<file path="src/sv/gpyq_pkg.sv">
package gpyq_pkg;

  localparam int PALETTE_ENTRIES = 512;
  localparam int PAL_IDX_W       = 9;
  localparam int WORD_W          = 16;
  localparam int QUAD_N          = 4;
  localparam int SAMPLE_SHIFT    = 7;
  localparam int CHROMA_SHIFT    = 2;
  localparam int LUMA_RAMP_SHIFT = 7;
  localparam int CB_RAMP_SHIFT   = 6;
  localparam int CR_RAMP_SHIFT   = 5;

  typedef logic signed [WORD_W-1:0] word_t;

  typedef struct packed {
    word_t luma;
    word_t cb;
    word_t cr;
  } pal_entry_t;

  typedef enum logic {
    OP_WRITE = 1'b0,
    OP_QUAD  = 1'b1
  } op_t;

  function automatic pal_entry_t ramp_entry(input logic [PAL_IDX_W-1:0] idx);
    word_t      i;
    pal_entry_t e;
    i      = {{(WORD_W-PAL_IDX_W){idx[PAL_IDX_W-1]}}, idx};
    e.luma = i <<< LUMA_RAMP_SHIFT;
    e.cb   = (-i) <<< CB_RAMP_SHIFT;
    e.cr   = i <<< CR_RAMP_SHIFT;
    return e;
  endfunction

endpackage

</file>
<file path="src/sv/gpyq_if.sv">


interface gpyq_out_if;
  logic                  valid;
  logic                  ready;
  logic signed [15:0]    luma_top_left;
  logic signed [15:0]    luma_top_right;
  logic signed [15:0]    luma_bottom_left;
  logic signed [15:0]    luma_bottom_right;
  logic signed [15:0]    chroma_cb;
  logic signed [15:0]    chroma_cr;

  modport source (
    output valid, luma_top_left, luma_top_right, luma_bottom_left, luma_bottom_right,
           chroma_cb, chroma_cr,
    input  ready
  );
  modport sink (
    input  valid, luma_top_left, luma_top_right, luma_bottom_left, luma_bottom_right,
           chroma_cb, chroma_cr,
    output ready
  );
endinterface

</file>
<file path="src/sv/gpyq_mix.sv">
module gpyq_mix (
  input  logic                                         clk,
  input  logic                                         rst_n,
  input  logic                                         in_valid,
  input  gpyq_pkg::pal_entry_t [gpyq_pkg::QUAD_N-1:0]  entries,
  output logic                                         take,
  gpyq_out_if.source                                   out_chan
);

  logic                                         out_valid_r;
  gpyq_pkg::word_t [gpyq_pkg::QUAD_N-1:0]       luma_r;
  gpyq_pkg::word_t                              cb_r;
  gpyq_pkg::word_t                              cr_r;
  gpyq_pkg::word_t                              cb_nxt;
  gpyq_pkg::word_t                              cr_nxt;

  always_comb begin
    cb_nxt = '0;
    cr_nxt = '0;
    for (int b = 0; b < gpyq_pkg::QUAD_N; b++) begin
      cb_nxt = cb_nxt + ($signed(entries[b].cb) >>> gpyq_pkg::CHROMA_SHIFT);
      cr_nxt = cr_nxt + ($signed(entries[b].cr) >>> gpyq_pkg::CHROMA_SHIFT);
    end
  end

  assign take = !out_valid_r || out_chan.ready;

  always_ff @(posedge clk) begin
    if (!rst_n) begin
      out_valid_r <= 1'b0;
    end else if (take) begin
      out_valid_r <= in_valid;
    end
  end

  always_ff @(posedge clk) begin
    if (take && in_valid) begin
      for (int b = 0; b < gpyq_pkg::QUAD_N; b++) begin
        luma_r[b] <= entries[b].luma;
      end
      cb_r <= cb_nxt;
      cr_r <= cr_nxt;
    end
  end

  assign out_chan.valid             = out_valid_r;
  assign out_chan.luma_top_left     = luma_r[0];
  assign out_chan.luma_top_right    = luma_r[1];
  assign out_chan.luma_bottom_left  = luma_r[2];
  assign out_chan.luma_bottom_right = luma_r[3];
  assign out_chan.chroma_cb         = cb_r;
  assign out_chan.chroma_cr         = cr_r;

endmodule
</file>
<file path="src/flat_wrapper.sv">
// flat-port wrapper written by rule: the top's interface ports become plain ports
module gpyq_mix_flat 
  (clk, rst_n, in_valid, entries, take, out_chan_valid, out_chan_luma_top_left, out_chan_luma_top_right, out_chan_luma_bottom_left, out_chan_luma_bottom_right, out_chan_chroma_cb, out_chan_chroma_cr, out_chan_ready);
  gpyq_out_if out_chan_i ();
  input  logic clk;
  input  logic rst_n;
  input  logic in_valid;
  input  gpyq_pkg::pal_entry_t [gpyq_pkg::QUAD_N-1:0] entries;
  output logic take;
  output wire logic [$bits(out_chan_i.valid)-1:0] out_chan_valid;
  output wire logic [$bits(out_chan_i.luma_top_left)-1:0] out_chan_luma_top_left;
  output wire logic [$bits(out_chan_i.luma_top_right)-1:0] out_chan_luma_top_right;
  output wire logic [$bits(out_chan_i.luma_bottom_left)-1:0] out_chan_luma_bottom_left;
  output wire logic [$bits(out_chan_i.luma_bottom_right)-1:0] out_chan_luma_bottom_right;
  output wire logic [$bits(out_chan_i.chroma_cb)-1:0] out_chan_chroma_cb;
  output wire logic [$bits(out_chan_i.chroma_cr)-1:0] out_chan_chroma_cr;
  input wire logic [$bits(out_chan_i.ready)-1:0] out_chan_ready;
  assign out_chan_valid = out_chan_i.valid;
  assign out_chan_luma_top_left = out_chan_i.luma_top_left;
  assign out_chan_luma_top_right = out_chan_i.luma_top_right;
  assign out_chan_luma_bottom_left = out_chan_i.luma_bottom_left;
  assign out_chan_luma_bottom_right = out_chan_i.luma_bottom_right;
  assign out_chan_chroma_cb = out_chan_i.chroma_cb;
  assign out_chan_chroma_cr = out_chan_i.chroma_cr;
  assign out_chan_i.ready = out_chan_ready;
  gpyq_mix u_core (.clk(clk), .rst_n(rst_n), .in_valid(in_valid), .entries(entries), .take(take), .out_chan(out_chan_i));
endmodule
</file>
<file path="config.mk">
export PLATFORM = sky130hd
export DESIGN_NAME = gpyq_mix_flat
export DESIGN_NICKNAME = d
export VERILOG_FILES = /design/src/sv/gpyq_pkg.sv /design/src/sv/gpyq_if.sv /design/src/sv/gpyq_mix.sv /design/src/flat_wrapper.sv
export SDC_FILE = /design/constraint.sdc
export NUM_CORES = 1
export LEC_CHECK = 0
export BUFFER_PORTS_ARGS = -buffer_cell sky130_fd_sc_hd__buf_2
export CAP_MARGIN = 20
export CORE_AREA = 2 2 116 118
export CTS_BUF_LIST = sky130_fd_sc_hd__clkbuf_16
export DETAILED_ROUTE_END_ITERATION = 8
export DIE_AREA = 0 0 118 120
export GPL_ROUTABILITY_DRIVEN = 0
export GPL_TIMING_DRIVEN = 1
export PLACE_DENSITY = 0.78
export SKIP_CTS_REPAIR_TIMING = 1
export SLEW_MARGIN = 10
export SYNTH_ARGS = -nofsm -noshare
export SYNTH_HDL_FRONTEND = slang
export SYNTH_SLANG_ARGS = --single-unit
</file>
<file path="constraint.sdc">
create_clock -name clk -period 5.2 [get_ports clk]
set_input_delay 0.78 -clock clk [delete_from_list [all_inputs] [get_ports clk]]
set_output_delay 0.78 -clock clk [all_outputs]
set_load 0.005 [all_outputs]
</file>
==> flow_summary_export.csv, run 1 <==
group,metric,value,unit
cts,cts-root-buf,"clkbuf_16",
logic_synthesis,netlist_instances,491,
floorplanning,coreArea,13000,um2
logic_synthesis,synth-seq-cells,97,
logic_synthesis,seq_area_frac_synth,48.0,%
logic_synthesis,synthFlopType,"edfxtp_1",
setup_path,cp-endpoint,"u_core.out_chan.chroma_cr[15]$_DFFE_PP_",
global_routing,grt_pass1_wl,21.6,mm
sta,layout_min_cycle_time,3.72,ns
layout,area_delta_synth_final,31.7,%
setup_path,crit_arrival,3.81,ns
routing,dr.first_iter.drc_count,276,
sta,fin_worst_skew,0.00701,ns
logic_synthesis,syn_nets,775,
layout,nets,1060,
global_routing,grt_use_total,19.5,%
sta,tightest_slew,0.765,ns
logic_synthesis,netlist_area,6040,um2
routing,vias_per_cell,4.70,
sta,relSlewSlack,49.0,%
worst_hold_path,min_path_type,"reg -> reg",
logic_synthesis,avgSynthCellArea,12.3,um2
setup_path,worstReg2RegStart,"u_core.out_chan.valid$_SDFFE_PN0N_",
floorplanning,row_count,42,
setup_path,cp-start-kind,"primary input",
global_routing,grt_overflow,0,
logic_synthesis,synth.distinct_cells,51,
floorplanning,dieWidth,118,um
floorplanning,io_pins,294,
cts,cts_tree,"done",
setup_path,r2r_slack,3.19,ns
placement,dp_hpwl,11.2,mm
routing,vias,4498,
setup_path,critPathCaptureType,"flop",
cts,clk_pin_slew,0.07,ns
pwr,powerDensity,372,nW/um2
cts,numClockSinks,97,
sta,finalSetupViolCount,0,
cts,clockBufferDepth,2,
logic_synthesis,synth_edf_count,96,
status,status,"finished, final reports clean",
floorplanning,start_util,46.6,%
layout,nFillCells,1115,
placement,port_buffers,277,
setup_path,reg2reg_depth,3,
logic_synthesis,synth_area_leaders,"edfxtp_1, fa_1, inv_1",
logic_synthesis,synthArstFlopShare,0,%
floorplanning,die-area,14200,um2
routing,finalWirelength,13.5,mm
setup_path,regToRegEndpoint,"u_core.out_chan.chroma_cb[1]$_DFFE_PP_",
sta,holdWs,0.544,ns
routing,ant_nets,0,
flow_run,drv_cap,0,
layout,utilization,61.3,%
routing,wire_per_inst,14.1,um
cts,clk_latency,0.34,ns
cts,htreeDepth,3,
sta,grt_setup_unrepaired,"false",
logic_synthesis,yosysTopAreaCell,"edfxtp_1",
setup_path,crit_required,5.29,ns
setup_path,cp-startpoint,"entries[3]",
cts,cts_inserted_buffers,9,
global_routing,grt_pass1_vias,4528,
sta,drv_slew,0,
sta,fin_setup_tns,0,ns
sta,fmaxAchievable,0.269,GHz
layout,drive_above_1_share,38.8,%
worst_hold_path,hp-start,"u_core.out_chan.valid$_SDFFE_PN0N_",
routing,firstDrtPassIters,4,
pwr,p_leak,4.00,nW
logic_synthesis,yosysWarnings,0,
sta,min_period_over_period,71.5,%
logic_synthesis,yosys.area.top_type_share,47.7,%
setup_path,crit_type,"in -> reg",
global_routing,antenna_found_initial,3,
floorplanning,die_h,120,um
global_routing,grt_max_degree,58,
pwr,ir_worst_vdd,0.166,mV
sta,hold_viol,0,
setup_path,crit_fanout,3,
routing,drc_errors,0,
## state kept, by name, summed over array words and instances (netlist names)
register and count:
u_core.out_chan.chroma_cb 16, u_core.out_chan.chroma_cr 16, u_core.out_chan.luma_bottom_left 16, u_core.out_chan.luma_bottom_right 16, u_core.out_chan.luma_top_left 16, u_core.out_chan.luma_top_right 16, u_core.out_chan.valid 1
## Yosys cell counts, types with 2 or more instances
cell type  number
a221oi_2        2
nand2_1        12
xnor2_1        15
nand3b_1        2
a2111oi_0       4
and3_1          2
nand4_1         2
o2111ai_1       2
o21ai_0         8
buf_2           2
inv_1         145
nand3_1         6
mux2i_1         2
nor2_1         16
xor2_1          6
nor3b_1         3
fa_1           58
a31oi_1         2
ha_1           30
edfxtp_1       96
nor3_1          9
a211oi_2        2
o211ai_1        2
a211oi_1        2
a21oi_1        19
o21ai_1         4
o21bai_1        4
a21o_1          9
a211o_1         2
o31ai_1         2
## final cells by class
| type | count | area (um2) | share of cell area, % |
|---|---|---|---|
| Inverter | 145 | 544 | 6.84 |
| Antenna cell | 1 | 2.50 | 0.0314 |
| Timing Repair Buffer | 278 | 1390 | 17.5 |
| Clock inverter | 7 | 96.3 | 1.21 |
| Multi-Input combinational cell | 245 | 2570 | 32.3 |
| Sequential cell | 97 | 2900 | 36.5 |
| Tap cell | 176 | 220 | 2.77 |
| Clock buffer | 9 | 225 | 2.83 |
## layout by cell type, fill, tap and decap left out, types with 2 or more instances in the layout
cell,instances
o2111ai_1,2
nor3b_1,3
a21oi_1,19
a211oi_1,2
edfxtp_1,96
and3_1,2
xnor2_1,15
nor3_1,9
inv_1,145
nand2_1,12
and2_4,2
nor2_1,16
a221oi_2,2
fa_1,58
a211oi_2,2
nand3b_1,2
a31oi_1,2
o21ai_1,4
ha_1,30
a211o_1,2
buf_2,277
nand3_1,6
clkbuf_16,9
o31ai_1,2
xor2_1,6
a2111oi_0,4
inv_8,3
o21bai_1,4
o211ai_1,2
mux2i_1,2
o21ai_0,8
nand4_1,2
a21o_1,9
## worst min-delay path by stage
stage	to	slack, ns	depth (start not counted)
floorplan	u_core.out_chan.valid$_SDFFE_PN0N_	0.54	2
global placement	u_core.out_chan.valid$_SDFFE_PN0N_	0.53	2
detailed placement	u_core.out_chan.valid$_SDFFE_PN0N_	0.54	2
CTS	u_core.out_chan.valid$_SDFFE_PN0N_	0.55	2
global route	u_core.out_chan.valid$_SDFFE_PN0N_	0.58	2
finish	u_core.out_chan.valid$_SDFFE_PN0N_	0.54	2
## report_power, final
| group | total [W] | leakage [nW] | switching, W | internal, W |
|---|---|---|---|---|
| clock network | 0.000703 | 0.155 | 0.000314 | 0.000389 |
| registers | 0.00108 | 0.936 | 0.0000304 | 0.00105 |
| logic | 0.00118 | 2.91 | 0.000644 | 0.000532 |
| total | 0.00296 | 4.00 | 0.000988 | 0.00197 |
## layer usage
metal  vias to the layer above  share of wire [%]  global-route usage, %
li1                       2193                  -                      -
met1                      2103                 37                   20.9
met2                       181                 53                   36.8
met3                        17                8.4                   6.37
met4                         4                1.5                   5.20
met5                         -               0.17                      0
## metrics by stage
stage	setup WS, ns	std cells	instance area (um2)	power, W
after detailed placement	1.10	941	7640	0.00228
final	1.48	958	7960	0.00296
after global routing	1.34	957	7960	0.00318
after floorplan	1.54	491	6040	0.00191
after global placement	1.19	941	7640	0.00224
after CTS	1.47	957	7960	0.00299
## critical path, cell delays in order
cell and delay, ns:
buf_2 0.11, fa_1 0.56, fa_1 0.42, ha_1 0.24, fa_1 0.43, a211oi_2 0.29
o21ai_1 0.19, a2111oi_0 0.48, nor3_1 0.15, xnor2_1 0.15
## cells by family after synthesis
logic type,Yosys count,synth area share [%]
adders and majority gates,88,25.4
muxes,2,0.331
xor gates and xnor gates,21,3.04
DFF,97,48.0
AOI/OAI and AO/OA,74,8.69
buffers and inverters,149,9.42
and+or+nand+nor,60,5.07
No activity file was read; power rests on OpenSTA's default activity.
==> run 2: changes to the inputs <==
--- a/config.mk
+++ b/config.mk
@@ -5,12 +5,13 @@
 export SDC_FILE = /design/constraint.sdc
 export NUM_CORES = 1
 export LEC_CHECK = 0
+export ABC_AREA = 1
 export BUFFER_PORTS_ARGS = -buffer_cell sky130_fd_sc_hd__buf_2
 export CAP_MARGIN = 20
-export CORE_AREA = 2 2 116 118
+export CORE_AREA = 2 2 84 167
 export CTS_BUF_LIST = sky130_fd_sc_hd__clkbuf_16
 export DETAILED_ROUTE_END_ITERATION = 8
-export DIE_AREA = 0 0 118 120
+export DIE_AREA = 0 0 86 169
 export GPL_ROUTABILITY_DRIVEN = 0
 export GPL_TIMING_DRIVEN = 1
 export PLACE_DENSITY = 0.78
==> constraint.sdc (replaced) <==
create_clock -name clk -period 3.85 [get_ports clk]
set_input_delay 0.5775 -clock clk [delete_from_list [all_inputs] [get_ports clk]]
set_output_delay 0.5775 -clock clk [all_outputs]
set_load 0.005 [all_outputs]
==> flow_summary_export.csv, run 2 <==
group,metric,value,unit
sta,drv_slew,0,
pwr,ir_worst_vdd,0.204,mV
routing,dr.first_iter.drc_count,217,
floorplanning,dieWidth,86,um
floorplanning,die_h,169,um
floorplanning,start_util,46.9,%
global_routing,grt_pass1_wl,21.6,mm
global_routing,grt_pass1_vias,4769,
sta,layout_min_cycle_time,2.96,ns
logic_synthesis,synthArstFlopShare,0,%
logic_synthesis,synth-xor-area-share,2.25,%
sta,relSlewSlack,58.7,%
logic_synthesis,synth_compound_area_share,2.05,%
logic_synthesis,synth_edf_count,96,
logic_synthesis,netlist_instances,609,
cts,cts_tree,"done",
routing,finalWirelength,13.8,mm
sta,hold_viol,0,
setup_path,r2r_slack,2.14,ns
sta,fmaxAchievable,0.338,GHz
worst_hold_path,hold_depth,1,
sta,fin_ws,0.894,ns
worst_hold_path,hp-start,"entries[46]",
cts,clockBufferDepth,2,
layout,nets,1182,
pwr,powerDensity,481,nW/um2
sta,fin_worst_skew,0.00672,ns
sta,tightest_slew,0.618,ns
routing,vias,4817,
logic_synthesis,muxShareOfSynthArea,0,%
layout,final_common_cell,"buf_2",
placement,dp_hpwl,11.9,mm
cts,clk_pin_slew,0.07,ns
global_routing,grt_use_total,19.0,%
logic_synthesis,synthFlopType,"edfxtp_1",
cts,cts-root-buf,"clkbuf_16",
logic_synthesis,yosysMostFrequentCell,"inv_1",
routing,firstDrtPassIters,4,
layout,drive_above_1_share,33.9,%
logic_synthesis,seq_area_frac_synth,46.5,%
placement,port_buffers,277,
logic_synthesis,synthAdderAreaFrac,24.6,%
cts,cts_inserted_buffers,9,
floorplanning,row_count,60,
pwr,p_leak,4.45,nW
placement,place_inst,1042,
layout,register_area,2900,um2
logic_synthesis,synth.distinct_cells,17,
cts,numClockSinks,97,
layout,multiInputGateArea,2610,um2
logic_synthesis,yosys.area.top_type_share,46.2,%
setup_path,crit_arrival,3.05,ns
global_routing,grt_max_degree,81,
flow_run,drv_cap,0,
logic_synthesis,synth-seq-cells,97,
sta,grt_setup_unrepaired,"false",
routing,drc_errors,0,
placement,place_ws,0.557,ns
setup_path,crit_fanout,3,
setup_path,crit_type,"in -> reg",
layout,post_layout_nonfiller_instances,1059,
logic_synthesis,yosys.area_share.simple,12.7,%
worst_hold_path,min_path_type,"in -> reg",
routing,wire_per_inst,13.0,um
logic_synthesis,yosysWarnings,0,
status,status,"finished, final reports clean",
floorplanning,coreArea,13300,um2
logic_synthesis,syn_nets,893,
floorplanning,die-area,14500,um2
global_routing,grt_overflow,0,
routing,vias_per_cell,4.55,
sta,fin_setup_tns,0,ns
setup_path,cp-start-kind,"primary input",
setup_path,critPathCaptureType,"flop",
logic_synthesis,synth_top_family_by_area,"adder cells",
layout,layout_common_cells,"buf_2, inv_1, nand2_1",
sta,finalSetupViolCount,0,
setup_path,regToRegEndpoint,"u_core.out_chan.luma_bottom_left[4]$_DFFE_PP_",
setup_path,crit_required,3.94,ns
logic_synthesis,avgSynthCellArea,10.2,um2
setup_path,worstReg2RegStart,"u_core.out_chan.valid$_SDFFE_PN0N_",
layout,nFillCells,1099,
logic_synthesis,netlist_area,6240,um2
sta,min_period_over_period,76.8,%
floorplanning,io_pins,294,
cts,htreeDepth,3,
global_routing,antenna_found_initial,1,
routing,ant_nets,0,
logic_synthesis,synth_common_cells,"inv_1, nand2_1, edfxtp_1",
layout,area_delta_synth_final,30.8,%
worst_hold_path,hold_end,"u_core.out_chan.luma_top_left[14]$_DFFE_PP_",
cts,clk_latency,0.33,ns
logic_synthesis,synth_area_leaders,"edfxtp_1, fa_1, inv_1",
logic_synthesis,yosysTopAreaCell,"edfxtp_1",
setup_path,reg2reg_depth,2,
==> run 2: metrics by stage <==
stage	util, %	hold slack (ns)	instance area [um2]	total power, W
finish	61.4	0.416	8150	0.00392
global route	61.4	0.403	8150	0.00425
CTS	61.3	0.404	8150	0.00396
detailed placement	59.1	0.536	7850	0.00307
global placement	59.1	0.526	7850	0.00302
floorplan	-	0.558	6250	0.00254
==> run 2: logic make-up after synthesis <==
logic type	count (synthesis)
AND/OR/NAND/NOR	189
flip-flops	97
adder cells (fa/ha/maj)	88
buffers and inverters	197
XOR/XNOR	16
AO/OA/AOI/OAI	22
==> run 2: report_power, final <==
part / internal, W / switching [W]
combinational: 0.000654 / 0.000926
clock: 0.000510 / 0.000381
sequential: 0.00141 / 0.0000421
total: 0.00257 / 0.00135
==> run 2: worst max-delay path: stages <==
cell and delay, ns:
buf_2 0.08, inv_1 0.04, fa_1 0.53, inv_1 0.05
fa_1 0.45, ha_1 0.24, fa_1 0.47, nand2_1 0.13
nand2_1 0.07, nand3_1 0.09, nand2_2 0.09, nand2_1 0.09
nand2_1 0.05, nand2_1 0.05, nand2_1 0.05
==> run 2: worst max path at each step <==
stage	start	to	slack, ns	cells after the start
2_1_floorplan	entries[19]	u_core.out_chan.chroma_cb[15]$_DFFE_PP_	0.82	14
3_3_place_gp	entries[19]	u_core.out_chan.chroma_cb[15]$_DFFE_PP_	0.59	15
3_5_place_dp	entries[19]	u_core.out_chan.chroma_cb[15]$_DFFE_PP_	0.56	15
4_1_cts	entries[19]	u_core.out_chan.chroma_cb[15]$_DFFE_PP_	0.90	15
5_1_grt	entries[19]	u_core.out_chan.chroma_cb[15]$_DFFE_PP_	0.77	15
6_report	entries[19]	u_core.out_chan.chroma_cb[15]$_DFFE_PP_	0.89	15
==> run 2: layout make-up <==
class	instances	area share, %
sequential	97	35.6
clock inverter	7	0.967
multi-input combinational	315	31.9
timing repair buffer	278	17.2
inverter	197	9.07
clock buffer	9	2.76
antenna	1	0.0307
tap	155	2.38
==> run 2: metal layers <==
| layer | GRT usage [%] | vias to the layer above | wire length (um) |
|---|---|---|---|
| met2 | 33.5 | 229 | 6800 |
| met5 | 0 | - | 0 |
| met1 | 20.5 | 2170 | 4940 |
| met4 | 6.56 | 0 | 286 |
| met3 | 7.07 | 14 | 1750 |
| li1 | - | 2404 | - |
==> run 3: changes to the inputs <==
==> constraint.sdc (replaced) <==
create_clock -name clk -period 2.82 [get_ports clk]
set_input_delay 0.423 -clock clk [delete_from_list [all_inputs] [get_ports clk]]
set_output_delay 0.423 -clock clk [all_outputs]
set_load 0.005 [all_outputs]
==> flow_summary_export.csv, run 3 (synthesized netlist as in run 2, its figures left out) <==
group,metric,value,unit
status,status,"finished, final reports clean",
cts,cts_inserted_buffers,9,
setup_path,cp_cell_sequence,"buf_2 -> fa_1 -> fa_1 -> ha_1 -> fa_1 -> nand2_1 -> nand2_1 -> nand3_1 -> nand2_2 -> nand2_1 -> nand2_1 -> nand2_1 -> nand2_1",
floorplanning,row_count,60,
floorplanning,io_pins,294,
layout,finish.instance_area,8290,um2
sta,grt_setup_unrepaired,"false",
cts,htreeDepth,3,
global_routing,grt_max_degree,81,
placement,place_area,7970,um2
sta,hold_viol,0,
global_routing,grt_overflow,0,
layout,nets,1198,
placement,place_ws,-0.213,ns
cts,clk_pin_slew,0.08,ns
sta,fmaxAchievable,0.372,GHz
placement,dp_hpwl,11.9,mm
sta,relSlewSlack,70.5,%
pwr,switching_share,34.6,%
routing,vias,4918,
pwr,switchingPower,0.00193,W
routing,ant_nets,0,
global_routing,grt_pass1_wl,22.2,mm
placement,port_buffers,277,
layout,utilization,62.4,%
setup_path,crit_type,"in -> reg",
routing,vias_per_cell,4.58,
cts,cts_tree,"done",
sta,finalSetupViolCount,0,
setup_path,crit_required,2.91,ns
sta,fin_worst_skew,0.00957,ns
worst_hold_path,min_path_type,"in -> reg",
setup_path,path_common_cell,"nand2_1",
layout,drive_above_1_share,35.4,%
layout,num_antenna_cells,0,
sta,fin_setup_tns,0,ns
global_routing,antenna_found_initial,0,
cts,clockBufferDepth,2,
pwr,total_power,0.00556,W
cts,clk_latency,0.34,ns
cts,numClockSinks,97,
floorplanning,dieWidth,86,um
layout,final_common_cell,"buf_2",
setup_path,cp-start-kind,"primary input",
pwr,ir_worst_vdd,0.429,mV
sta,min_period_over_period,95.3,%
sta,drv_slew,0,
pwr,power_frac_clock,23.1,%
floorplanning,start_util,46.9,%
pwr,p_int,0.00364,W
global_routing,grt_pass1_vias,4987,
setup_path,max_stage_delay,0.56,ns
pwr,powerDensity,671,nW/um2
floorplanning,die-area,14500,um2
sta,fin_ws,0.133,ns
routing,finalWirelength,13.9,mm
layout,nFillCells,1148,
layout,layout_common_cells,"buf_2, inv_1, nand2_1",
layout,area_delta_synth_final,33.0,%
routing,dr.first_iter.drc_count,226,
routing,drc_errors,0,
setup_path,crit_arrival,2.78,ns
floorplanning,die_h,169,um
pwr,seqPwrFrac,35.5,%
setup_path,critPathCaptureType,"flop",
cts,cts-root-buf,"clkbuf_16",
pwr,p_leak,4.53,nW
routing,wire_per_inst,13.0,um
routing,firstDrtPassIters,6,
sta,tightest_slew,0.443,ns
flow_run,drv_cap,0,
pwr,combPwrFrac,41.3,%
global_routing,grt_use_total,19.4,%
sta,layout_min_cycle_time,2.69,ns
setup_path,crit_fanout,3,
floorplanning,coreArea,13300,um2
setup_path,slowest_stage,"fa_1",
run 3: changes by cell type in the layout (fill, tap and decap cells not counted), sizes merged:
cell / delta
buf: +16
clkinv: +2
clkinvlp: -2
diode: -1
run 3: layer usage:
layer / wire length, um / track usage (%) / up-vias
li1: - / - / 2432
met1: 5080 / 21.5 / 2251
met2: 7470 / 35.8 / 210
met3: 1050 / 4.05 / 25
met4: 327 / 6.90 / 0
met5: 0 / 0 / -
run 3: cell type report:
| class | count | area, um2 | share of cell area [%] |
|---|---|---|---|
| repair buffers | 294 | 1530 | 18.4 |
| clock buffers | 9 | 225 | 2.72 |
| flip-flops and latches | 97 | 2900 | 35.0 |
| multi-input cells | 315 | 2610 | 31.5 |
| well taps | 155 | 194 | 2.34 |
| inverters | 197 | 739 | 8.92 |
| clock inverters | 7 | 96.3 | 1.16 |
run 3: worst max-delay path: cells and delay by family:
family	cells	cell delay, ns
AND/OR/NAND/NOR	8	0.59
buffers and inverters	1	0.11
adder cells (fa/ha/maj)	4	1.63
run 3: power by group through the flow:
stage | logic (W) | clock network [W] | registers [W]
after floorplan | 0.00143 | 0 | 0.00205
after global placement | 0.00222 | 0 | 0.00201
after detailed placement | 0.00230 | 0 | 0.00201
after CTS | 0.00231 | 0.00132 | 0.00198
after global routing | 0.00264 | 0.00138 | 0.00200
final | 0.00230 | 0.00129 | 0.00198
run 3: worst paths after layout:
path | startpoint | end | slack [ns] | cells after the start
max reg2reg | u_core.out_chan.valid$_SDFFE_PN0N_ | u_core.out_chan.luma_top_right[4]$_DFFE_PP_ | 1.49 | 2
min | entries[185] | u_core.out_chan.luma_bottom_right[9]$_DFFE_PP_ | 0.25 | 1
max | entries[3] | u_core.out_chan.chroma_cr[15]$_DFFE_PP_ | 0.13 | 13
min reg2reg | u_core.out_chan.valid$_SDFFE_PN0N_ | u_core.out_chan.valid$_SDFFE_PN0N_ | 0.57 | 2
run 3: per-stage QoR:
stage          cells  hold slack, ns
4_1_cts         1074           0.238
2_1_floorplan    609           0.522
3_5_place_dp    1058           0.548
5_1_grt         1074           0.234
6_report        1074           0.249
3_3_place_gp    1058           0.527
